===== src/rtl/bbrf_pkg.sv =====
`timescale 1ns / 1ps
// ----------------------------------------------------------------------------
// bbrf_pkg
// Shared types and constants for the burst byte ring FIFO: transaction
// payloads, operation and status codes, and the lane-to-merge control word.
// ----------------------------------------------------------------------------
package bbrf_pkg;

  // Default configuration handed to the top level.
  localparam int DEPTH_DEF     = 256;
  localparam int MAX_BURST_DEF = 8;

  // Eight byte lanes, one per interleaved store bank.
  localparam int LANES  = 8;
  localparam int LANE_W = 3;

  // Operation codes.
  localparam logic [1:0] ACT_PUSH = 2'd0;
  localparam logic [1:0] ACT_POP  = 2'd1;
  localparam logic [1:0] ACT_PEEK = 2'd2;
  localparam logic [1:0] ACT_DROP = 2'd3;

  // Status codes.
  localparam logic [1:0] ST_OK    = 2'd0;
  localparam logic [1:0] ST_SHORT = 2'd1;
  localparam logic [1:0] ST_BURST = 2'd2;

  // Command transaction.
  typedef struct packed {
    logic [1:0]  action;
    logic [8:0]  length;
    logic [63:0] push_data;
  } cmd_t;

  // Result transaction.
  typedef struct packed {
    logic [8:0]  done_count;
    logic [1:0]  status;
    logic [63:0] read_data;
    logic [8:0]  used_bytes;
    logic [8:0]  free_bytes;
  } res_t;

  // Everything the merge stage needs about the item whose bank reads are in flight.
  typedef struct packed {
    logic [8:0]        done_count;
    logic [1:0]        status;
    logic [8:0]        used_bytes;
    logic [8:0]        free_bytes;
    logic              is_read;
    logic [LANE_W-1:0] rot;
    logic [3:0]        nbytes;
  } merge_ctl_t;

endpackage


===== src/rtl/bbrf_bank.sv =====
`timescale 1ns / 1ps
// ----------------------------------------------------------------------------
// bbrf_bank
// One interleaved byte bank of the ring store: one write port and one
// registered read port with a read enable.
// ----------------------------------------------------------------------------
module bbrf_bank #(
  parameter int ROWS  = 32,
  parameter int ROW_W = 5
) (
  input  logic             clk,
  input  logic             we,
  input  logic [ROW_W-1:0] waddr,
  input  logic [7:0]       wdata,
  input  logic             re,
  input  logic [ROW_W-1:0] raddr,
  output logic [7:0]       rdata
);

  logic [7:0] mem [ROWS];

  // Write port.
  always_ff @(posedge clk) begin
    if (we) begin
      mem[waddr] <= wdata;
    end
  end

  // Registered read port; the data holds while re is low.
  always_ff @(posedge clk) begin
    if (re) begin
      rdata <= mem[raddr];
    end
  end

endmodule


===== src/rtl/bbrf_merge.sv =====
`timescale 1ns / 1ps
// ----------------------------------------------------------------------------
// bbrf_merge
// Merge stage: rotates the eight bank outputs back into stream order,
// zeroes the bytes beyond the burst and builds the result transaction.
// ----------------------------------------------------------------------------
module bbrf_merge (
  input  logic [7:0]          bank_q [bbrf_pkg::LANES],
  input  bbrf_pkg::merge_ctl_t ctl,
  output bbrf_pkg::res_t      res
);

  logic [63:0] rdata;

  // Byte i of the burst sits in the bank that follows the read pointer by i.
  always_comb begin
    logic [bbrf_pkg::LANE_W-1:0] sel;
    rdata = '0;
    for (int i = 0; i < bbrf_pkg::LANES; i++) begin
      sel = ctl.rot + bbrf_pkg::LANE_W'(i);
      if (ctl.is_read && (4'(i) < ctl.nbytes)) begin
        rdata[8*i +: 8] = bank_q[sel];
      end
    end
  end

  // Result transaction.
  always_comb begin
    res.done_count = ctl.done_count;
    res.status     = ctl.status;
    res.read_data  = rdata;
    res.used_bytes = ctl.used_bytes;
    res.free_bytes = ctl.free_bytes;
  end

endmodule


===== src/rtl/burst_byte_ring_fifo.sv =====
`timescale 1ns / 1ps
// ----------------------------------------------------------------------------
// burst_byte_ring_fifo
// Byte FIFO on a power-of-two ring store split into eight byte banks, with
// all-or-nothing push, pop, peek (bursts up to eight bytes) and drop (any length).
// ----------------------------------------------------------------------------
// A result passes through the bank read register, then the result register.
// Throughput: one command per cycle while the result side is not stalled; all
// eight banks are read at once, and the banks a push covers are written at once.
// Reset: rst clears the pointers, the byte count and both valid flags.
//   The store itself is not cleared; only bytes that were written are read.
module burst_byte_ring_fifo #(
  parameter int DEPTH     = bbrf_pkg::DEPTH_DEF,
  parameter int MAX_BURST = bbrf_pkg::MAX_BURST_DEF
) (
  input  logic           clk,
  input  logic           rst,
  input  logic           cmd_valid,
  output logic           cmd_ready,
  input  bbrf_pkg::cmd_t cmd,
  output logic           res_valid,
  input  logic           res_ready,
  output bbrf_pkg::res_t res
);

  localparam int PTR_W = $clog2(DEPTH);
  localparam int CNT_W = PTR_W + 1;
  localparam int SUM_W = ((CNT_W > 9) ? CNT_W : 9) + 1;
  localparam int ROWS  = DEPTH / bbrf_pkg::LANES;
  localparam int ROW_W = (ROWS > 1) ? $clog2(ROWS) : 1;

  logic [PTR_W-1:0] wp;
  logic [PTR_W-1:0] rp;
  logic [CNT_W-1:0] held_count;

  logic                 cmd_fire;
  logic                 over_burst;
  logic                 short;
  logic                 ok;
  logic                 is_push;
  logic [SUM_W-1:0]     held_ext;
  logic [SUM_W-1:0]     len_ext;
  logic [SUM_W-1:0]     held_next;
  logic [SUM_W-1:0]     free_ext;
  logic [SUM_W-1:0]     wp_sum;
  logic [SUM_W-1:0]     rp_sum;
  bbrf_pkg::merge_ctl_t ctl_next;
  bbrf_pkg::merge_ctl_t ctl;
  logic                 s1_valid;
  logic                 load;
  bbrf_pkg::res_t       res_next;
  logic [7:0]           bank_q [bbrf_pkg::LANES];

  // Handshake: the bank stage advances whenever the result register can take it.
  assign load      = s1_valid && (!res_valid || res_ready);
  assign cmd_ready = !s1_valid || load;
  assign cmd_fire  = cmd_valid && cmd_ready;

  // Decide the operation and the byte count it leaves behind.
  always_comb begin
    held_ext   = SUM_W'(held_count);
    len_ext    = SUM_W'(cmd.length);
    is_push    = (cmd.action == bbrf_pkg::ACT_PUSH);
    over_burst = (cmd.action != bbrf_pkg::ACT_DROP) && (cmd.length > 9'(MAX_BURST));
    if (is_push) begin
      short = (held_ext + len_ext) > SUM_W'(DEPTH);
    end else begin
      short = len_ext > held_ext;
    end
    ok = !over_burst && !short;
    held_next = held_ext;
    if (ok) begin
      if (is_push) begin
        held_next = held_ext + len_ext;
      end else if (cmd.action != bbrf_pkg::ACT_PEEK) begin
        held_next = held_ext - len_ext;
      end
    end
    free_ext = SUM_W'(DEPTH) - held_next;
    wp_sum   = SUM_W'(wp) + len_ext;
    rp_sum   = SUM_W'(rp) + len_ext;
  end

  // Control word for the merge stage.
  always_comb begin
    ctl_next.done_count = ok ? cmd.length : 9'd0;
    ctl_next.status     = over_burst ? bbrf_pkg::ST_BURST :
                          (short ? bbrf_pkg::ST_SHORT : bbrf_pkg::ST_OK);
    ctl_next.used_bytes = held_next[8:0];
    ctl_next.free_bytes = free_ext[8:0];
    ctl_next.is_read    = ok && ((cmd.action == bbrf_pkg::ACT_POP) ||
                                 (cmd.action == bbrf_pkg::ACT_PEEK));
    ctl_next.rot        = rp[bbrf_pkg::LANE_W-1:0];
    ctl_next.nbytes     = cmd.length[3:0];
  end

  // Pointers and byte count.
  always_ff @(posedge clk) begin
    if (rst) begin
      wp         <= '0;
      rp         <= '0;
      held_count <= '0;
    end else if (cmd_fire) begin
      held_count <= held_next[CNT_W-1:0];
      if (ok && is_push) begin
        wp <= wp_sum[PTR_W-1:0];
      end
      if (ok && ((cmd.action == bbrf_pkg::ACT_POP) ||
                 (cmd.action == bbrf_pkg::ACT_DROP))) begin
        rp <= rp_sum[PTR_W-1:0];
      end
    end
  end

  // Byte lanes: each bank takes the burst byte that lands on it.
  for (genvar b = 0; b < bbrf_pkg::LANES; b++) begin : g_lane
    logic [bbrf_pkg::LANE_W-1:0] woff;
    logic [bbrf_pkg::LANE_W-1:0] roff;
    logic [PTR_W-1:0]            waddr;
    logic [PTR_W-1:0]            raddr;
    logic                        we;

    assign woff  = bbrf_pkg::LANE_W'(b) - wp[bbrf_pkg::LANE_W-1:0];
    assign roff  = bbrf_pkg::LANE_W'(b) - rp[bbrf_pkg::LANE_W-1:0];
    assign waddr = wp + PTR_W'(woff);
    assign raddr = rp + PTR_W'(roff);
    assign we    = cmd_fire && ok && is_push && ({1'b0, woff} < cmd.length[3:0]);

    bbrf_bank #(
      .ROWS  (ROWS),
      .ROW_W (ROW_W)
    ) u_bank (
      .clk   (clk),
      .we    (we),
      .waddr (ROW_W'(waddr >> bbrf_pkg::LANE_W)),
      .wdata (cmd.push_data[8*woff +: 8]),
      .re    (cmd_fire),
      .raddr (ROW_W'(raddr >> bbrf_pkg::LANE_W)),
      .rdata (bank_q[b])
    );
  end

  // Bank stage control, held while the result register is blocked.
  always_ff @(posedge clk) begin
    if (rst) begin
      s1_valid <= 1'b0;
    end else if (cmd_fire) begin
      s1_valid <= 1'b1;
    end else if (load) begin
      s1_valid <= 1'b0;
    end
  end

  always_ff @(posedge clk) begin
    if (cmd_fire) begin
      ctl <= ctl_next;
    end
  end

  // Merge the lanes into the result transaction.
  bbrf_merge u_merge (
    .bank_q (bank_q),
    .ctl    (ctl),
    .res    (res_next)
  );

  // Result register.
  always_ff @(posedge clk) begin
    if (rst) begin
      res_valid <= 1'b0;
    end else if (load) begin
      res_valid <= 1'b1;
    end else if (res_ready) begin
      res_valid <= 1'b0;
    end
  end

  always_ff @(posedge clk) begin
    if (load) begin
      res <= res_next;
    end
  end

`ifndef ASSERT_OFF
  // The byte count never exceeds the ring size.
  a_count_range: assert property (@(posedge clk) disable iff (rst)
    held_count <= CNT_W'(DEPTH))
    else $error("byte count above depth");

  // The pointer distance always matches the byte count.
  a_ptr_count: assert property (@(posedge clk) disable iff (rst)
    (wp - rp) == held_count[PTR_W-1:0])
    else $error("pointers disagree with byte count");

  // A refused transaction moves nothing and returns no data.
  a_refused_empty: assert property (@(posedge clk) disable iff (rst)
    (res_valid && (res.status != bbrf_pkg::ST_OK)) |->
    ((res.done_count == 9'd0) && (res.read_data == 64'd0)))
    else $error("refused transaction carries data");

  // A pending bank read is not lost while the result is stalled.
  a_s1_hold: assert property (@(posedge clk) disable iff (rst)
    (s1_valid && res_valid && !res_ready) |=> s1_valid)
    else $error("bank stage dropped while stalled");
`endif

endmodule

===== config.mk =====
export PLATFORM = sky130hd
export DESIGN_NAME = burst_byte_ring_fifo
export DESIGN_NICKNAME = d
export VERILOG_FILES = /design/src/rtl/bbrf_pkg.sv /design/src/rtl/bbrf_bank.sv /design/src/rtl/bbrf_merge.sv /design/src/rtl/burst_byte_ring_fifo.sv
export SDC_FILE = /design/constraint.sdc
export NUM_CORES = 2
export LEC_CHECK = 0
export BUFFER_PORTS_ARGS = -buffer_cell sky130_fd_sc_hd__buf_2
export CAP_MARGIN = 20
export CORE_MARGIN = 5
export CORE_UTILIZATION = 45
export CTS_BUF_LIST = sky130_fd_sc_hd__clkbuf_8
export DETAILED_ROUTE_END_ITERATION = 16
export GPL_ROUTABILITY_DRIVEN = 0
export SYNTH_ARGS = -nofsm -noshare
export SYNTH_HDL_FRONTEND = slang
export SYNTH_SLANG_ARGS = --single-unit

===== constraint.sdc =====
create_clock -name clk -period 10.9 [get_ports clk]
set_input_delay 0.545 -clock clk [delete_from_list [all_inputs] [get_ports clk]]
set_output_delay 0.545 -clock clk [all_outputs]
set_load 0.02 [all_outputs]

=== After elaboration in Yosys (flattened, before gate mapping) ===
Memories as Yosys holds them, arrays and structs flattened. A register that Yosys moved wholly into a read port is not among the register bits.
Index checks and enable logic that the tools add are counted.

* Register bits: 157
* Bits in writable memories: 2048
* Input bits: 79
* Output and inout bits: 95
* Memories kept: 8

* $add $sub $neg: 44
* Order comparisons: 27
* Equal/unequal tests: 5
* Shift operators: 8
* Mux-type cells: 49
* Bitwise gates (word level): 8
* Reduce and logical (&&, ||, !) cells: 38

{| class="wikitable"
|+ Memory list
! memory !! words !! bits a word !! rd ports !! clocked after Yosys merged registers in !! write ports !! line !! RTL
|-
| g_lane[0].u_bank.mem || 32 || 8 || 1 || 1 || 1 || bbrf_bank.sv:20 || <nowiki>logic [7:0] mem [ROWS];</nowiki>
|-
| g_lane[1].u_bank.mem || 32 || 8 || 1 || 1 || 1 || bbrf_bank.sv:20 ||
|-
| g_lane[2].u_bank.mem || 32 || 8 || 1 || 1 || 1 || bbrf_bank.sv:20 ||
|-
| g_lane[3].u_bank.mem || 32 || 8 || 1 || 1 || 1 || bbrf_bank.sv:20 ||
|-
| g_lane[4].u_bank.mem || 32 || 8 || 1 || 1 || 1 || bbrf_bank.sv:20 ||
|-
| g_lane[5].u_bank.mem || 32 || 8 || 1 || 1 || 1 || bbrf_bank.sv:20 ||
|-
| 2 more memories || -- || -- || -- || -- || -- || -- ||
|}

{| class="wikitable"
|+ Operators with widths
! cell !! number
|-
| $shiftx A64 B7 Y8 || 8
|-
| $bmux W8 S3 || 8
|-
| $add A8 B3 Y8 || 16
|-
| $mux W8 || 16
|-
| $ge A4 B4 Y1 const B || 8
|-
| $lt A3 B4 Y1 || 8
|-
| $not A3 Y4 || 8
|-
| $mux W9 || 3
|-
| $logic_and A1 B1 Y1 || 25
|-
| $sub A3 B3 Y3 const A || 8
|-
| $mux W1 || 22
|-
| $add A8 B8 Y8 || 2
|-
| $lt A3 B4 Y1 const A || 4
|-
| $add A3 B3 Y3 const B || 4
|-
| $sub A1 B3 Y3 const A || 4
|-
| $sub A2 B3 Y3 const A || 4
|-
| $add A9 B9 Y10 || 1
|-
| $gt A10 B9 Y1 const B || 1
|-
| $gt A9 B4 Y1 const B || 1
|-
| $gt A9 B9 Y1 || 1
|-
| $sub A9 B9 Y9 || 1
|-
| $sub A9 B9 Y9 const A || 1
|-
| $lt A1 B4 Y1 const A || 2
|-
| $lt A2 B4 Y1 const A || 2
|-
| 10 further kinds || 21
|}

=== Depth between registers and ports, before layout ===
* Word-level depth: 10
* Mapped depth: 17
* Depth with buffers taken out: 15

=== Hierarchy ===
A second synthesis with hierarchy kept.

* Cell total of the unflattened synthesis: 4732
* Area total of the unflattened synthesis: 95315.2 sq um

{| class="wikitable"
|+ By module, submodules not included
! module !! instances !! cells each !! area each (sq um) !! seq. area each (sq um)
|-
| bbrf_bank || 8 || 417 || 10133.5 || 7927.6
|-
| burst_byte_ring_fifo || 1 || 1033 || 11175.7 || 4414.2
|-
| bbrf_merge || 1 || 363 || 3071.7 || 0.0
|}

=== Worst setup path after synthesis ===
Ideal clock, no wire load.

* Kind: input -> register
* From: input res_ready
* To: register res[10] (netlist name) (enable)
* Library setup time: 0.555 ns
* Arrival: 4.702 ns
* Required time: 10.345 ns
* Setup slack: 5.644 ns
* Stages: 2
* Cells stage by stage: nor2b_1 -> nor2b_1

* Word-level cells in the longest chain between the ends: 2

{| class="wikitable"
|+ Ends and longest elaborated chain
! item !! line !! RTL
|-
| start, declared || burst_byte_ring_fifo.sv:22 || <nowiki>input logic res_ready,</nowiki>
|-
| $logic_or A1 B1 Y1 || burst_byte_ring_fifo.sv:55 || <nowiki>assign load = s1_valid && (!res_valid || res_ready);</nowiki>
|-
| $logic_and A1 B1 Y1 || burst_byte_ring_fifo.sv:55 ||
|-
| named net load || burst_byte_ring_fifo.sv:50 || <nowiki>logic load;</nowiki>
|-
| end signal, assigned || burst_byte_ring_fifo.sv:180 || <nowiki>res <= res_next;</nowiki>
|-
| end, declared || burst_byte_ring_fifo.sv:23 || <nowiki>output bbrf_pkg::res_t res</nowiki>
|}

The timed path passes the listed nets, and every way through them passes these cells.
A chain may end at the register's enable or synchronous reset.

=== Worst setup path in the final report ===
* From: register wp[1]
* To: memory g_lane[4].u_bank.mem[18][4] (enable)

* Word-level cells in the longest chain between the ends: 5
* Elaborated cells on any way between the ends: 6

{| class="wikitable"
|+ Ends and longest elaborated chain
! item !! line !! RTL
|-
| start, declared || burst_byte_ring_fifo.sv:32 || <nowiki>logic [PTR_W-1:0] wp;</nowiki>
|-
| start signal, assigned || burst_byte_ring_fifo.sv:106 || <nowiki>wp <= wp_sum[PTR_W-1:0];</nowiki>
|-
| $sub A3 B3 Y3 || burst_byte_ring_fifo.sv:123 || <nowiki>assign woff = bbrf_pkg::LANE_W'(b) - wp[bbrf_pkg::LANE_W-1:0];</nowiki>
|-
| $lt A3 B4 Y1 || burst_byte_ring_fifo.sv:127 || <nowiki>assign we = cmd_fire && ok && is_push && ({1'b0, woff} < cmd.length[3:0]);</nowiki>
|-
| $logic_and A1 B1 Y1 || burst_byte_ring_fifo.sv:127 ||
|-
| $mux W1 || bbrf_bank.sv:24 || <nowiki>if (we) begin</nowiki>
|-
| $mux W1 (not written as such) || bbrf_bank.sv:25 || <nowiki>mem[waddr] <= wdata;</nowiki>
|-
| end, declared || bbrf_bank.sv:20 ||
|}

Parallel ways exist; a longest one is shown, timed or not.

==> key figures <==
Route
  • Top sig layer: met5
  • Met1 Wirelength: between 100000 and 150000 um
  • Router iterations before antenna repair: 6
  • Wirelength per Cell: between 20 and 30 um
  • Number of DRC markers in iteration 0: roughly 5500
  • DRC Markers: 0
  • DR WL met3: ~19000 um
  • Detailed Route WL: approximately 250000 um
  • Via count: 48500
  • Met2 Wirelength: about 120000 um
  • Remaining antenna violation count: 0
  • Via/cell ratio: approximately 5.8

STA
  • Fin. max-slew vios: 0
  • Final min period: a little over 6 ns
  • Worst Skew: ~0.1 ns
  • WHS: 0.281 ns
  • Final Hold Viols: 0
  • RSZ-0062 raised after global routing: false
  • Final Worst Setup Slack: 4.83 ns
  • Final period util: 55.7%
  • Fmax: 165 MHz
  • Rel. slew slack: 22.0%
  • Setup violators final: 0
  • Setup tns final: 0 ns
  • Worst Tran Pin Value: ~1.2 ns

Clock tree
  • Post-CTS Setup Inserts: 0
  • Maximum clock path buffer count: 4
  • H-tree lvl count: 5
  • Clk sink count: ~2300
  • CTS Hold Buffers Added: 17
  • Post-CTS sizing: 0
  • CTS root buf: clkbuf_8
  • Worst-Skew Late Latency: around 1.1 ns
  • CTS clk-pin slew, worst paths: 0.06 ns
  • CTS tree: yes
  • Number of buffers created by CTS: 380

Global route
  • Grt ovf: 0
  • Pin count of the biggest net entering global routing: 66
  • All-Layer GR Usage: between 20% and 30%
  • First-pass GRT wire length: between 300000 and 400000 um
  • Initial antenna violation count: 8
  • Vias in the first global route: around 50000

Worst setup path
  • Crit. End Element: flop
  • CP max stage cell: nor3_1
  • CP max FO: roughly 40
  • CP delay by family, top: simple AND/OR/NAND/NOR gates
  • Crit path DAT: ~6.7 ns
  • Largest stage delay on the critical path: about 0.90 ns
  • Stages on the worst setup path: 14
  • CP required: 11.53 ns
  • Crit-path cells: buf_4 -> inv_1 -> ha_2 -> inv_1 -> ha_1 -> clkinv_1 -> o21ai_0 -> a221oi_1 -> buf_4 -> nor2_1 -> a22oi_1 -> nor3_1 -> nand2_1 -> nor2_1
  • Worst Path Buf+Inv: 5
  • WS Path Type: reg2reg
  • Worst R2R Path Depth: 14
  • Startpoint types: flop

Layout
  • Multi-input logic area: around 0.026 sq mm
  • Fin util: 51.1%
  • Most frequent cells in the layout: 2240 x edfxtp_1, 752 x mux4_2, 395 x clkbuf_8
  • Fillers: roughly 17000
  • Layout cell share with drive strength beyond 1: between 30% and 40%
  • Area grow syn2layout: 13.1%
  • Nets: between 5000 and 6000
  • Most common cell after layout, fill and taps aside: edfxtp_1
  • Storage cell area: between 0.06 and 0.07 sq mm

Power
  • P_leak: roughly 35 nW
  • Power per cell area: about 170 mW/mm^2
  • Worst vdd ir: approximately 0.00014 V

Synth
  • Synth Flop Type: edfxtp_1
  • Register area share after synthesis: just over 70%
  • Number of synthesized register bits: about 2300
  • Ys Warns: 0
  • Async SR Flop Fraction: 0%
  • Area of the mapped netlist: ~0.095 sq mm
  • Syn nets: approximately 4900
  • Post-synth EDFFs: 2240
  • Cells after synthesis: 4768
  • Syn Area/Cell: slightly below 20 sq um
  • Post-synth cell types: 70

Worst hold path
  • Hold Path Class: in2reg
  • Cell count of the worst hold path: 4

Placed design
  • Post-detail-place hpwl: between 150000 and 200000 um
  • Dpl ws: 5.04 ns
  • Port bufs: 173

Floorplan
  • Initial core utilization: between 40% and 50%
  • Die W: around 470 um
  • I/O pins: between 150 and 200
  • Chip Height: around 470 um
  • Die Area: approximately 0.22 sq mm
  • Std-Cell Rows: between 150 and 200
  • Core Footprint: ~0.21 sq mm

Outcome
  • Outcome: finished, final reports clean

Run
  • Max-Cap Viols: 0
stage by stage:
step                      instances  power [W]  instance area [sq um]
after CTS                      8314     0.0178                 106000
after floorplan                4768     0.0103                  94600
after global routing           8339     0.0183                 107000
final                          8344     0.0176                 107000
after detailed placement       7626     0.0106                  99200
after global placement         7618     0.0106                  99100
cells in the mapped netlist, drive strengths merged, types with 7 or more instances:
library cell / number / area, sq um
edfxtp: 2240 / 67300
mux4: 752 / 16900
nand2: 399 / 1500
nor2: 377 / 1420
clkbuf: 126 / 473
buf: 102 / 538
a21oi: 91 / 459
mux2: 75 / 845
ha: 72 / 901
xnor2: 72 / 638
mux2i: 62 / 621
inv: 49 / 184
o21ai: 49 / 245
xor2: 41 / 382
nand3: 38 / 190
dfxtp: 27 / 541
nor3: 20 / 100
nand2b: 18 / 113
a21o: 16 / 120
and2: 16 / 103
nor2b: 16 / 100
a211oi: 9 / 67.6
or3: 9 / 56.3
a31oi: 8 / 50.1
o211ai: 7 / 52.6
state kept, by name, indices dropped and copies added, names as in the netlist:
register	flops
g_lane.u_bank.mem	2048
ctl	36
res_valid	1
rp	8
wp	8
held_count	9
g_lane.u_bank.rdata	64
res	92
s1_valid	1
where the power goes:
group	total, W	internal (W)	leakage, nW	switching [W]
sequential	0.00973	0.00969	20.5	0.0000373
clock	0.00717	0.00383	4.06	0.00334
combinational	0.000740	0.000220	10.2	0.000520
worst paths after layout:
check | startpoint | to | slack (ns)
max | wp[1] | g_lane[4].u_bank.mem[18][4] | 4.83
min | cmd[16] | g_lane[5].u_bank.mem[28][0] | 0.28
max reg2reg | wp[1] | g_lane[4].u_bank.mem[18][4] | 4.83
min reg2reg | ctl[31] | res[87] | 0.41
area by class of cell:
class	count	area share, %
clock inverter	276	1.59
multi-input combinational	2219	24.2
sequential	2267	63.4
clock buffer	395	5.08
antenna	11	0.0257
inverter	54	0.192
timing repair buffer	317	2.15
tap	2805	3.28
worst register-to-register path, cell delays in order (launching register included):
cell      delay (ns)
dfxtp_2         0.31
buf_4           0.51
inv_1           0.40
ha_2            0.32
inv_1           0.12
ha_1            0.55
clkinv_1        0.64
o21ai_0         0.32
a221oi_1        0.11
buf_4           0.19
nor2_1          0.11
a22oi_1         0.09
nor3_1          0.90
nand2_1         0.34
nor2_1          0.70
cell families after synthesis:
| logic type | Yosys count | share of synthesized area (%) |
|---|---|---|
| multiplexers | 889 | 19.5 |
| AND/OR/NAND/NOR | 917 | 3.96 |
| XOR/XNOR | 113 | 1.08 |
| AO/OA/AOI/OAI | 223 | 1.46 |
| flip-flops | 2267 | 71.7 |
| buffers and inverters | 282 | 1.28 |
| adder cells (fa/ha/maj) | 77 | 1.06 |
layer usage:
| metal | vias to the layer above | track usage [%] |
|---|---|---|
| met3 | 415 | 4.79 |
| met5 | - | 0 |
| met2 | 2059 | 35.6 |
| met4 | 8 | 7.67 |
| met1 | 25600 | 31.0 |
| li1 | 20400 | - |
Power figures use the tool's default switching activity.
